--- config.mk ---
export PLATFORM = sky130hd
export DESIGN_NAME = versioned_slot_allocator_unit
export DESIGN_NICKNAME = d
export VERILOG_FILES = /design/src/design/vsa_pkg.sv /design/src/design/vsa_ctrl.sv /design/src/design/vsa_dp.sv /design/src/design/versioned_slot_allocator_unit.sv
export SDC_FILE = /design/constraint.sdc
export NUM_CORES = 1
export LEC_CHECK = 0
export BUFFER_PORTS_ARGS = -buffer_cell sky130_fd_sc_hd__buf_2
export CORE_MARGIN = 2
export CORE_UTILIZATION = 50
export CTS_CLUSTER_SIZE = 40
export DETAILED_ROUTE_END_ITERATION = 8
export PLACE_DENSITY = 0.79
export SLEW_MARGIN = 20
export SYNTH_ARGS = -nofsm -noshare
export SYNTH_HDL_FRONTEND = slang
export SYNTH_SLANG_ARGS = --single-unit
--- constraint.sdc ---
create_clock -name clk -period 3.1 [get_ports clk]
set_clock_uncertainty 0.1 [all_clocks]
set_input_delay 0.465 -clock clk [delete_from_list [all_inputs] [get_ports clk]]
set_output_delay 0.465 -clock clk [all_outputs]
set_load 0.005 [all_outputs]
--- src/design/vsa_pkg.sv ---
package vsa_pkg;

  // request and result field widths
  localparam int SLOT_IDX_W = 6;
  localparam int STATUS_W   = 2;

  // busy bits examined per scan cycle
  localparam int CHUNK    = 8;
  localparam int CHUNK_W  = 3;

  // request codes
  localparam logic CMD_ALLOC   = 1'b0;
  localparam logic CMD_RELEASE = 1'b1;

  // result codes
  typedef enum logic [STATUS_W-1:0] {
    ST_ALLOCATED = 2'd0,
    ST_FULL      = 2'd1,
    ST_RELEASED  = 2'd2,
    ST_NOT_BUSY  = 2'd3
  } status_t;

  // controller to datapath
  typedef struct packed {
    logic load;
    logic step;
    logic post;
  } ctrl_cmd_t;

  // datapath to controller
  typedef struct packed {
    logic is_release;
    logic hit;
    logic last_grp;
  } dp_sts_t;

endpackage

--- src/design/vsa_ctrl.sv ---
module vsa_ctrl (
  input  logic                clk,
  input  logic                rst_n,
  input  logic                in_valid,
  output logic                in_ready,
  output logic                out_valid,
  input  logic                out_ready,
  input  vsa_pkg::dp_sts_t    sts,
  output vsa_pkg::ctrl_cmd_t  cmd
);
  import vsa_pkg::*;

  typedef enum logic [2:0] {
    S_IDLE = 3'b001,
    S_SCAN = 3'b010,
    S_POST = 3'b100
  } state_t;

  state_t state_r, state_nxt;
  logic   out_valid_r, out_valid_nxt;
  logic   post_fire;

  // handshake decode
  assign in_ready  = (state_r == S_IDLE);
  assign out_valid = out_valid_r;
  assign post_fire = (state_r == S_POST) && (!out_valid_r || out_ready);

  assign cmd.load = (state_r == S_IDLE) && in_valid;
  assign cmd.step = (state_r == S_SCAN);
  assign cmd.post = post_fire;

  // next state
  always_comb begin
    state_nxt = state_r;
    unique case (state_r)
      S_IDLE: begin
        if (in_valid) begin
          state_nxt = sts.is_release ? S_POST : S_SCAN;
        end
      end
      S_SCAN: begin
        if (sts.hit || sts.last_grp) begin
          state_nxt = S_POST;
        end
      end
      S_POST: begin
        if (post_fire) begin
          state_nxt = S_IDLE;
        end
      end
      default: state_nxt = S_IDLE;
    endcase
  end

  // output register valid flag
  always_comb begin
    if (post_fire) begin
      out_valid_nxt = 1'b1;
    end else if (out_ready) begin
      out_valid_nxt = 1'b0;
    end else begin
      out_valid_nxt = out_valid_r;
    end
  end

  always_ff @(posedge clk) begin
    if (!rst_n) begin
      state_r     <= S_IDLE;
      out_valid_r <= 1'b0;
    end else begin
      state_r     <= state_nxt;
      out_valid_r <= out_valid_nxt;
    end
  end

endmodule

--- src/design/vsa_dp.sv ---
module vsa_dp #(
  parameter int SLOT_COUNT = 64
) (
  input  logic                                 clk,
  input  logic                                 rst_n,
  input  vsa_pkg::ctrl_cmd_t                   cmd,
  output vsa_pkg::dp_sts_t                     sts,
  input  logic                                 in_cmd,
  input  logic [vsa_pkg::SLOT_IDX_W-1:0]       in_slot_index,
  output logic [vsa_pkg::STATUS_W-1:0]         out_status,
  output logic [vsa_pkg::SLOT_IDX_W-1:0]       out_granted_slot
);
  import vsa_pkg::*;

  localparam int IDX_W  = $clog2(SLOT_COUNT);
  localparam int GROUPS = (SLOT_COUNT + CHUNK - 1) / CHUNK;
  localparam int GRP_W  = (GROUPS > 1) ? $clog2(GROUPS) : 1;
  localparam int PAD_W  = GRP_W + CHUNK_W;
  localparam int PAD    = GROUPS * CHUNK;

  // busy bit of each slot
  logic [SLOT_COUNT-1:0] busy_r, busy_nxt;
  logic [IDX_W-1:0]      start_r, start_nxt;

  // request and scan registers
  logic                  rel_r;
  logic                  req_ok_r;
  logic [PAD_W-1:0]      req_pad_r;
  logic [GRP_W-1:0]      grp_r, grp_nxt;
  logic                  first_r, first_nxt;
  logic                  last_r, last_nxt;
  logic                  found_r, found_nxt;
  logic [IDX_W-1:0]      found_idx_r, found_idx_nxt;

  logic [STATUS_W-1:0]   status_r;
  logic [SLOT_IDX_W-1:0] grant_r;

  logic [PAD-1:0]        busy_pad;
  logic [CHUNK-1:0]      grp_word;
  logic [PAD_W-1:0]      start_ext;
  logic [PAD_W-1:0]      in_pad;
  logic [GRP_W-1:0]      start_grp;
  logic [CHUNK_W-1:0]    start_bit;
  logic [CHUNK-1:0]      ge_mask;
  logic [CHUNK-1:0]      scan_mask;
  logic [CHUNK-1:0]      free_bits;
  logic                  hit;
  logic [CHUNK_W-1:0]    hit_bit;
  logic [GRP_W-1:0]      grp_inc;
  logic                  rel_busy;
  status_t               status_nxt;

  // group of busy bits at the scan pointer, missing slots read busy
  always_comb begin
    busy_pad                   = '1;
    busy_pad[SLOT_COUNT-1:0]   = busy_r;
  end
  assign grp_word = busy_pad[{grp_r, CHUNK_W'(0)} +: CHUNK];

  assign start_ext = PAD_W'(start_r);
  assign start_grp = start_ext[PAD_W-1:CHUNK_W];
  assign start_bit = start_ext[CHUNK_W-1:0];
  assign in_pad    = PAD_W'(in_slot_index);

  // window within the group: from start on first visit, below start on last
  always_comb begin
    for (int i = 0; i < CHUNK; i++) begin
      ge_mask[i] = (CHUNK_W'(i) >= start_bit);
    end
    if (first_r) begin
      scan_mask = ge_mask;
    end else if (last_r) begin
      scan_mask = ~ge_mask;
    end else begin
      scan_mask = '1;
    end
  end

  // lowest free slot in the window
  assign free_bits = ~grp_word & scan_mask;
  assign hit       = |free_bits;
  always_comb begin
    hit_bit = '0;
    for (int i = CHUNK - 1; i >= 0; i--) begin
      if (free_bits[i]) begin
        hit_bit = CHUNK_W'(i);
      end
    end
  end

  assign grp_inc  = (grp_r == GRP_W'(GROUPS - 1)) ? '0 : grp_r + GRP_W'(1);
  assign rel_busy = req_ok_r && grp_word[req_pad_r[CHUNK_W-1:0]];

  assign sts.is_release = (in_cmd == CMD_RELEASE);
  assign sts.hit        = hit;
  assign sts.last_grp   = last_r;

  // scan pointer and search result
  always_comb begin
    grp_nxt       = grp_r;
    first_nxt     = first_r;
    last_nxt      = last_r;
    found_nxt     = found_r;
    found_idx_nxt = found_idx_r;
    if (cmd.load) begin
      grp_nxt   = (in_cmd == CMD_RELEASE) ? in_pad[PAD_W-1:CHUNK_W] : start_grp;
      first_nxt = 1'b1;
      last_nxt  = 1'b0;
      found_nxt = 1'b0;
    end else if (cmd.step) begin
      if (hit) begin
        found_nxt     = 1'b1;
        found_idx_nxt = IDX_W'({grp_r, hit_bit});
      end else begin
        grp_nxt   = grp_inc;
        first_nxt = 1'b0;
        last_nxt  = (grp_inc == start_grp);
      end
    end
  end

  // commit of the request once its result is posted
  always_comb begin
    busy_nxt   = busy_r;
    start_nxt  = start_r;
    status_nxt = ST_NOT_BUSY;
    if (rel_r == CMD_RELEASE) begin
      if (rel_busy) begin
        status_nxt = ST_RELEASED;
      end
    end else begin
      status_nxt = found_r ? ST_ALLOCATED : ST_FULL;
    end
    if (cmd.post) begin
      if (rel_r == CMD_RELEASE) begin
        if (rel_busy) begin
          busy_nxt[IDX_W'(req_pad_r)] = 1'b0;
        end
      end else begin
        start_nxt = (start_r == IDX_W'(SLOT_COUNT - 1)) ? '0 : start_r + IDX_W'(1);
        if (found_r) begin
          busy_nxt[found_idx_r] = 1'b1;
        end
      end
    end
  end

  // pool state
  always_ff @(posedge clk) begin
    if (!rst_n) begin
      busy_r  <= '0;
      start_r <= '0;
    end else begin
      busy_r  <= busy_nxt;
      start_r <= start_nxt;
    end
  end

  // request capture, scan state and output payload
  always_ff @(posedge clk) begin
    if (cmd.load) begin
      rel_r     <= in_cmd;
      req_ok_r  <= (int'(in_slot_index) < SLOT_COUNT);
      req_pad_r <= in_pad;
    end
    grp_r       <= grp_nxt;
    first_r     <= first_nxt;
    last_r      <= last_nxt;
    found_r     <= found_nxt;
    found_idx_r <= found_idx_nxt;
    if (cmd.post) begin
      status_r <= status_nxt;
      grant_r  <= (status_nxt == ST_ALLOCATED) ? SLOT_IDX_W'(found_idx_r) : '0;
    end
  end

  assign out_status       = status_r;
  assign out_granted_slot = grant_r;

endmodule

--- src/design/versioned_slot_allocator_unit.sv ---
// Versioned slot allocator: a pool of SLOT_COUNT slots, each free or busy.
// Input channel (in_valid/in_ready): in_cmd selects allocate (0) or release
// (1); in_slot_index names the slot to release and is ignored on allocate.
// Result channel (out_valid/out_ready): one result per request, out_status
// (allocated, pool full, released, release of a free slot) and
// out_granted_slot, which is zero unless a slot was allocated.
// An allocate starts its search at a rotating pointer that advances on
// every allocate, and takes the first free slot from there with wraparound.
// A release goes from acceptance straight to the result post; an allocate
// first runs the group scan, which examines 8 busy bits per cycle and
// ends on a hit or after revisiting the start group below the pointer.
// One request is handled at a time; in_ready rises again in the cycle after
// the result is posted.
// The result sits in an output register: while the receiver stalls, the next
// request is still accepted and searched, and it posts once the register
// drains. Reset (synchronous, active low) marks every slot free, sets the
// search pointer to slot 0 and empties the output register.
module versioned_slot_allocator_unit #(
  parameter int SLOT_COUNT = 64
) (
  input  logic                           clk,
  input  logic                           rst_n,
  input  logic                           in_valid,
  output logic                           in_ready,
  input  logic                           in_cmd,
  input  logic [vsa_pkg::SLOT_IDX_W-1:0] in_slot_index,
  output logic                           out_valid,
  input  logic                           out_ready,
  output logic [vsa_pkg::STATUS_W-1:0]   out_status,
  output logic [vsa_pkg::SLOT_IDX_W-1:0] out_granted_slot
);
  import vsa_pkg::*;

  ctrl_cmd_t cmd;
  dp_sts_t   sts;

  // sequencer
  vsa_ctrl u_ctrl (
    .clk       (clk),
    .rst_n     (rst_n),
    .in_valid  (in_valid),
    .in_ready  (in_ready),
    .out_valid (out_valid),
    .out_ready (out_ready),
    .sts       (sts),
    .cmd       (cmd)
  );

  // busy bits, search pointer and result register
  vsa_dp #(
    .SLOT_COUNT (SLOT_COUNT)
  ) u_dp (
    .clk              (clk),
    .rst_n            (rst_n),
    .cmd              (cmd),
    .sts              (sts),
    .in_cmd           (in_cmd),
    .in_slot_index    (in_slot_index),
    .out_status       (out_status),
    .out_granted_slot (out_granted_slot)
  );

endmodule

==> impl_metrics.tcl <==
set metrics [dict create \
    first_pass_iters 5 \
    drt_iter0_markers 645 \
    place_congestion 0.9900 \
    start_util_pct 51.63 \
    rr_worst_depth 6 \
    yosys.area.top_type_share_pct 28.79 \
    ys_types 56 \
    area_growth_pct 7.946 \
    cts_resized 0 \
    rsz0062_at_grt "false" \
    reg2reg_from "u_dp.grp_r[2]$_DFFE_PP_" \
    place_area_mm2 0.005590 \
    grt.overflow.total 0 \
    postLayoutCoreUtil_pct 55.73 \
    root_buffer "clkbuf_8" \
    clkTransAtPathRegs_ns 0.08 \
    ys_warn_count 0 \
    dieArea_mm2 0.01155 \
    endpoint_kind "register" \
    cts.sink_count 101 \
    io_buffers 20 \
    io_pins 21 \
    die_h_um 107.5 \
    worst_slew_margin_rel_pct 44.23 \
    crit_fanout 8 \
    synth_seq_cells 101 \
    cts_hold_buf 0 \
    viasPerCell 6.548 \
    grt_pass1_wl_um 25310 \
    wl_per_cell_um 20.71 \
    core_area_mm2 0.01037 \
    clock_latency_ns 0.38 \
    finalCritPeriodShare_pct 94.35 \
    outcome "complete, no violations" \
    yosysMostFrequentCell "nor2_1" \
    drc 0 \
    worst_pin_slew_ns 0.8302 \
    cts_tree "built" \
    grt_pass1_vias 4739 \
    die_x_um 107.5 \
    crit_type "register to register" \
    num-nets-final 635 \
    vias 4970 \
    antennaDiodeCount 0 \
    p_leak_uw 0.002109 \
    postRouteAntennaNets 0 \
    synth_common_cells "nor2_1 (105), o21ai_0 (79), dfxtp_1 (77)" \
    setup_tns_ns 0 \
    cts_max_path_buffers 2 \
    start_kind "register" \
    min_path_type "input pin to register" \
    synth_top_cell_by_area "dfxtp_1" \
    drive_above_1_share_pct 10.11 \
    hold_viol_final 0 \
    worstSetupEndpoint "u_dp.busy_pad[29]$_SDFFE_PN0P_" \
    r2r-end "u_dp.busy_pad[29]$_SDFFE_PN0P_" \
    vdd_ir_drop_max_uv 273.6 \
    seq_area_frac_synth_pct 42.25 \
    ff2ff_setup_slack_ns 0.18 \
    cp.arrival_ns 3.03 \
    synth_area_leaders "dfxtp_1 (29%), edfxtp_1 (13%), o21ai_0 (7.4%)" \
    netlist_area_mm2 0.005354 \
    setup_viol 0 \
    cts_buffers 9 \
    h-tree-depth 3 \
    cts_setup_buffers 0 \
    antenna_found_initial 0 \
    avgSynthCellArea_um2 8.720 \
    syn_inst 614 \
    drv_slew 0 \
    critPathRequiredTime_ns 3.21 \
    timing.critical_path.from "u_dp.grp_r[2]$_DFFE_PP_" \
    synth_enable_flop_cells 24 \
    hpwl_um 11120 \
    p_per_area_mw_per_mm2 458.6 \
    row_count 37 \
    period_minus_slack_ns 2.925 \
    ys_async_sr_fraction_pct 0 \
    p_total_uw 2651 \
    finalWirelength_um 15720 \
    grt_max_degree 57 \
    grt_use_total_pct 28.29 \
    synthFlopType "dfxtp_1" \
    fin_area_mm2 0.005779 \
    drv_cap 0 \
    syn-num-nets 630 \
    fmax_mhz 341.9 \
]
-- logic make-up (layout without fill, tap and decap cells) --
| group | Yosys count | count (layout) | synth area share (%) |
|---|---|---|---|
| simple gates | 227 | 227 | 22.34 |
| mux | 39 | 39 | 7.291 |
| fa+ha+maj | 5 | 5 | 1.168 |
| compound gates | 186 | 186 | 21.73 |
| xor+xnor | 8 | 8 | 1.309 |
| buf+inv | 48 | 57 | 3.903 |
| flops | 101 | 101 | 42.25 |
-- registers in the layout, indices dropped and copies added, names as in the netlist --
| register | flops |
|---|---|
| u_dp.busy_pad | 64 |
| u_dp.found_idx_r | 6 |
| u_dp.out_granted_slot | 6 |
| u_dp.req_pad_r | 6 |
| u_dp.start_ext | 6 |
| u_ctrl.state_r | 3 |
| u_dp.grp_r | 3 |
| u_dp.out_status | 2 |
| u_ctrl.out_valid | 1 |
| u_dp.first_r | 1 |
| u_dp.found_r | 1 |
| u_dp.last_r | 1 |
| u_dp.rel_r | 1 |
-- layout by cell type (no fill, tap or decap), types with 13 or more instances in the layout --
master / count
nor2b_1: 13
mux2i_1: 39
a22o_1: 14
nand2_1: 25
a21oi_1: 18
buf_4: 14
nor2_1: 104
a41oi_1: 15
buf_2: 20
dfxtp_1: 77
a31oi_1: 37
edfxtp_1: 24
o21ai_0: 79
-- power breakdown --
group	internal [µW]	switching [µW]	total [µW]
logic	157	255	412
clock network	381	446	827
registers	1380	36.2	1410
total	1910	738	2650
-- area by class of cell --
class,instances,area [µm²]
fill,941,4591
clock inverter,1,5.005
multi-input combinational,465,2890
inverter,6,22.52
clock buffer,14,183.9
timing repair buffer,36,245.2
tap,136,170.2
sequential,101,2262
-- worst min path at each step --
| stage | endpoint | startpoint | cells after the start | slack, ns |
|---|---|---|---|---|
| floorplan | u_dp.busy_pad[21]$_SDFFE_PN0P_ | u_dp.busy_pad[21]$_SDFFE_PN0P_ | 2 | 0.35 |
| finish | u_dp.req_pad_r[0]$_DFFE_PP_ | in_slot_index[0] | 1 | 0.16 |
| global placement | u_dp.busy_pad[5]$_SDFFE_PN0P_ | u_dp.busy_pad[5]$_SDFFE_PN0P_ | 2 | 0.37 |
| CTS | u_dp.req_pad_r[2]$_DFFE_PP_ | in_slot_index[2] | 1 | 0.15 |
| global route | u_dp.req_pad_r[0]$_DFFE_PP_ | in_slot_index[0] | 1 | 0.16 |
| detailed placement | u_dp.busy_pad[5]$_SDFFE_PN0P_ | u_dp.busy_pad[5]$_SDFFE_PN0P_ | 2 | 0.37 |
-- critical path, stage by stage (launching register included) --
cell and delay [ns]:
edfxtp_1 0.49, and2_1 0.35, a22o_1 0.29, o21ai_0 0.39, o211ai_1 0.25, nor3_1 0.69
a311oi_1 0.20
-- stage by stage --
step / hold WS [ns] / cells / setup slack [ns]
after floorplan: 0.3485 / 614 / 0.5259
after global placement: 0.3693 / 744 / 0.2589
after detailed placement: 0.3746 / 744 / 0.2313
after CTS: 0.1501 / 759 / 0.2186
after global routing: 0.1568 / 759 / 0.06187
final: 0.1600 / 759 / 0.1750
-- metal layers --
layer	track usage, %	routed length [µm]	part of all wire (%)	up-vias
met5	0	0	0	-
met4	11.26	548	3.5	0
met3	5.145	1371	8.7	59
met2	43.44	7039	45	308
met1	39.37	6761	43	2333
li1	-	-	-	2270
No activity file was read; power rests on OpenSTA's default activity.
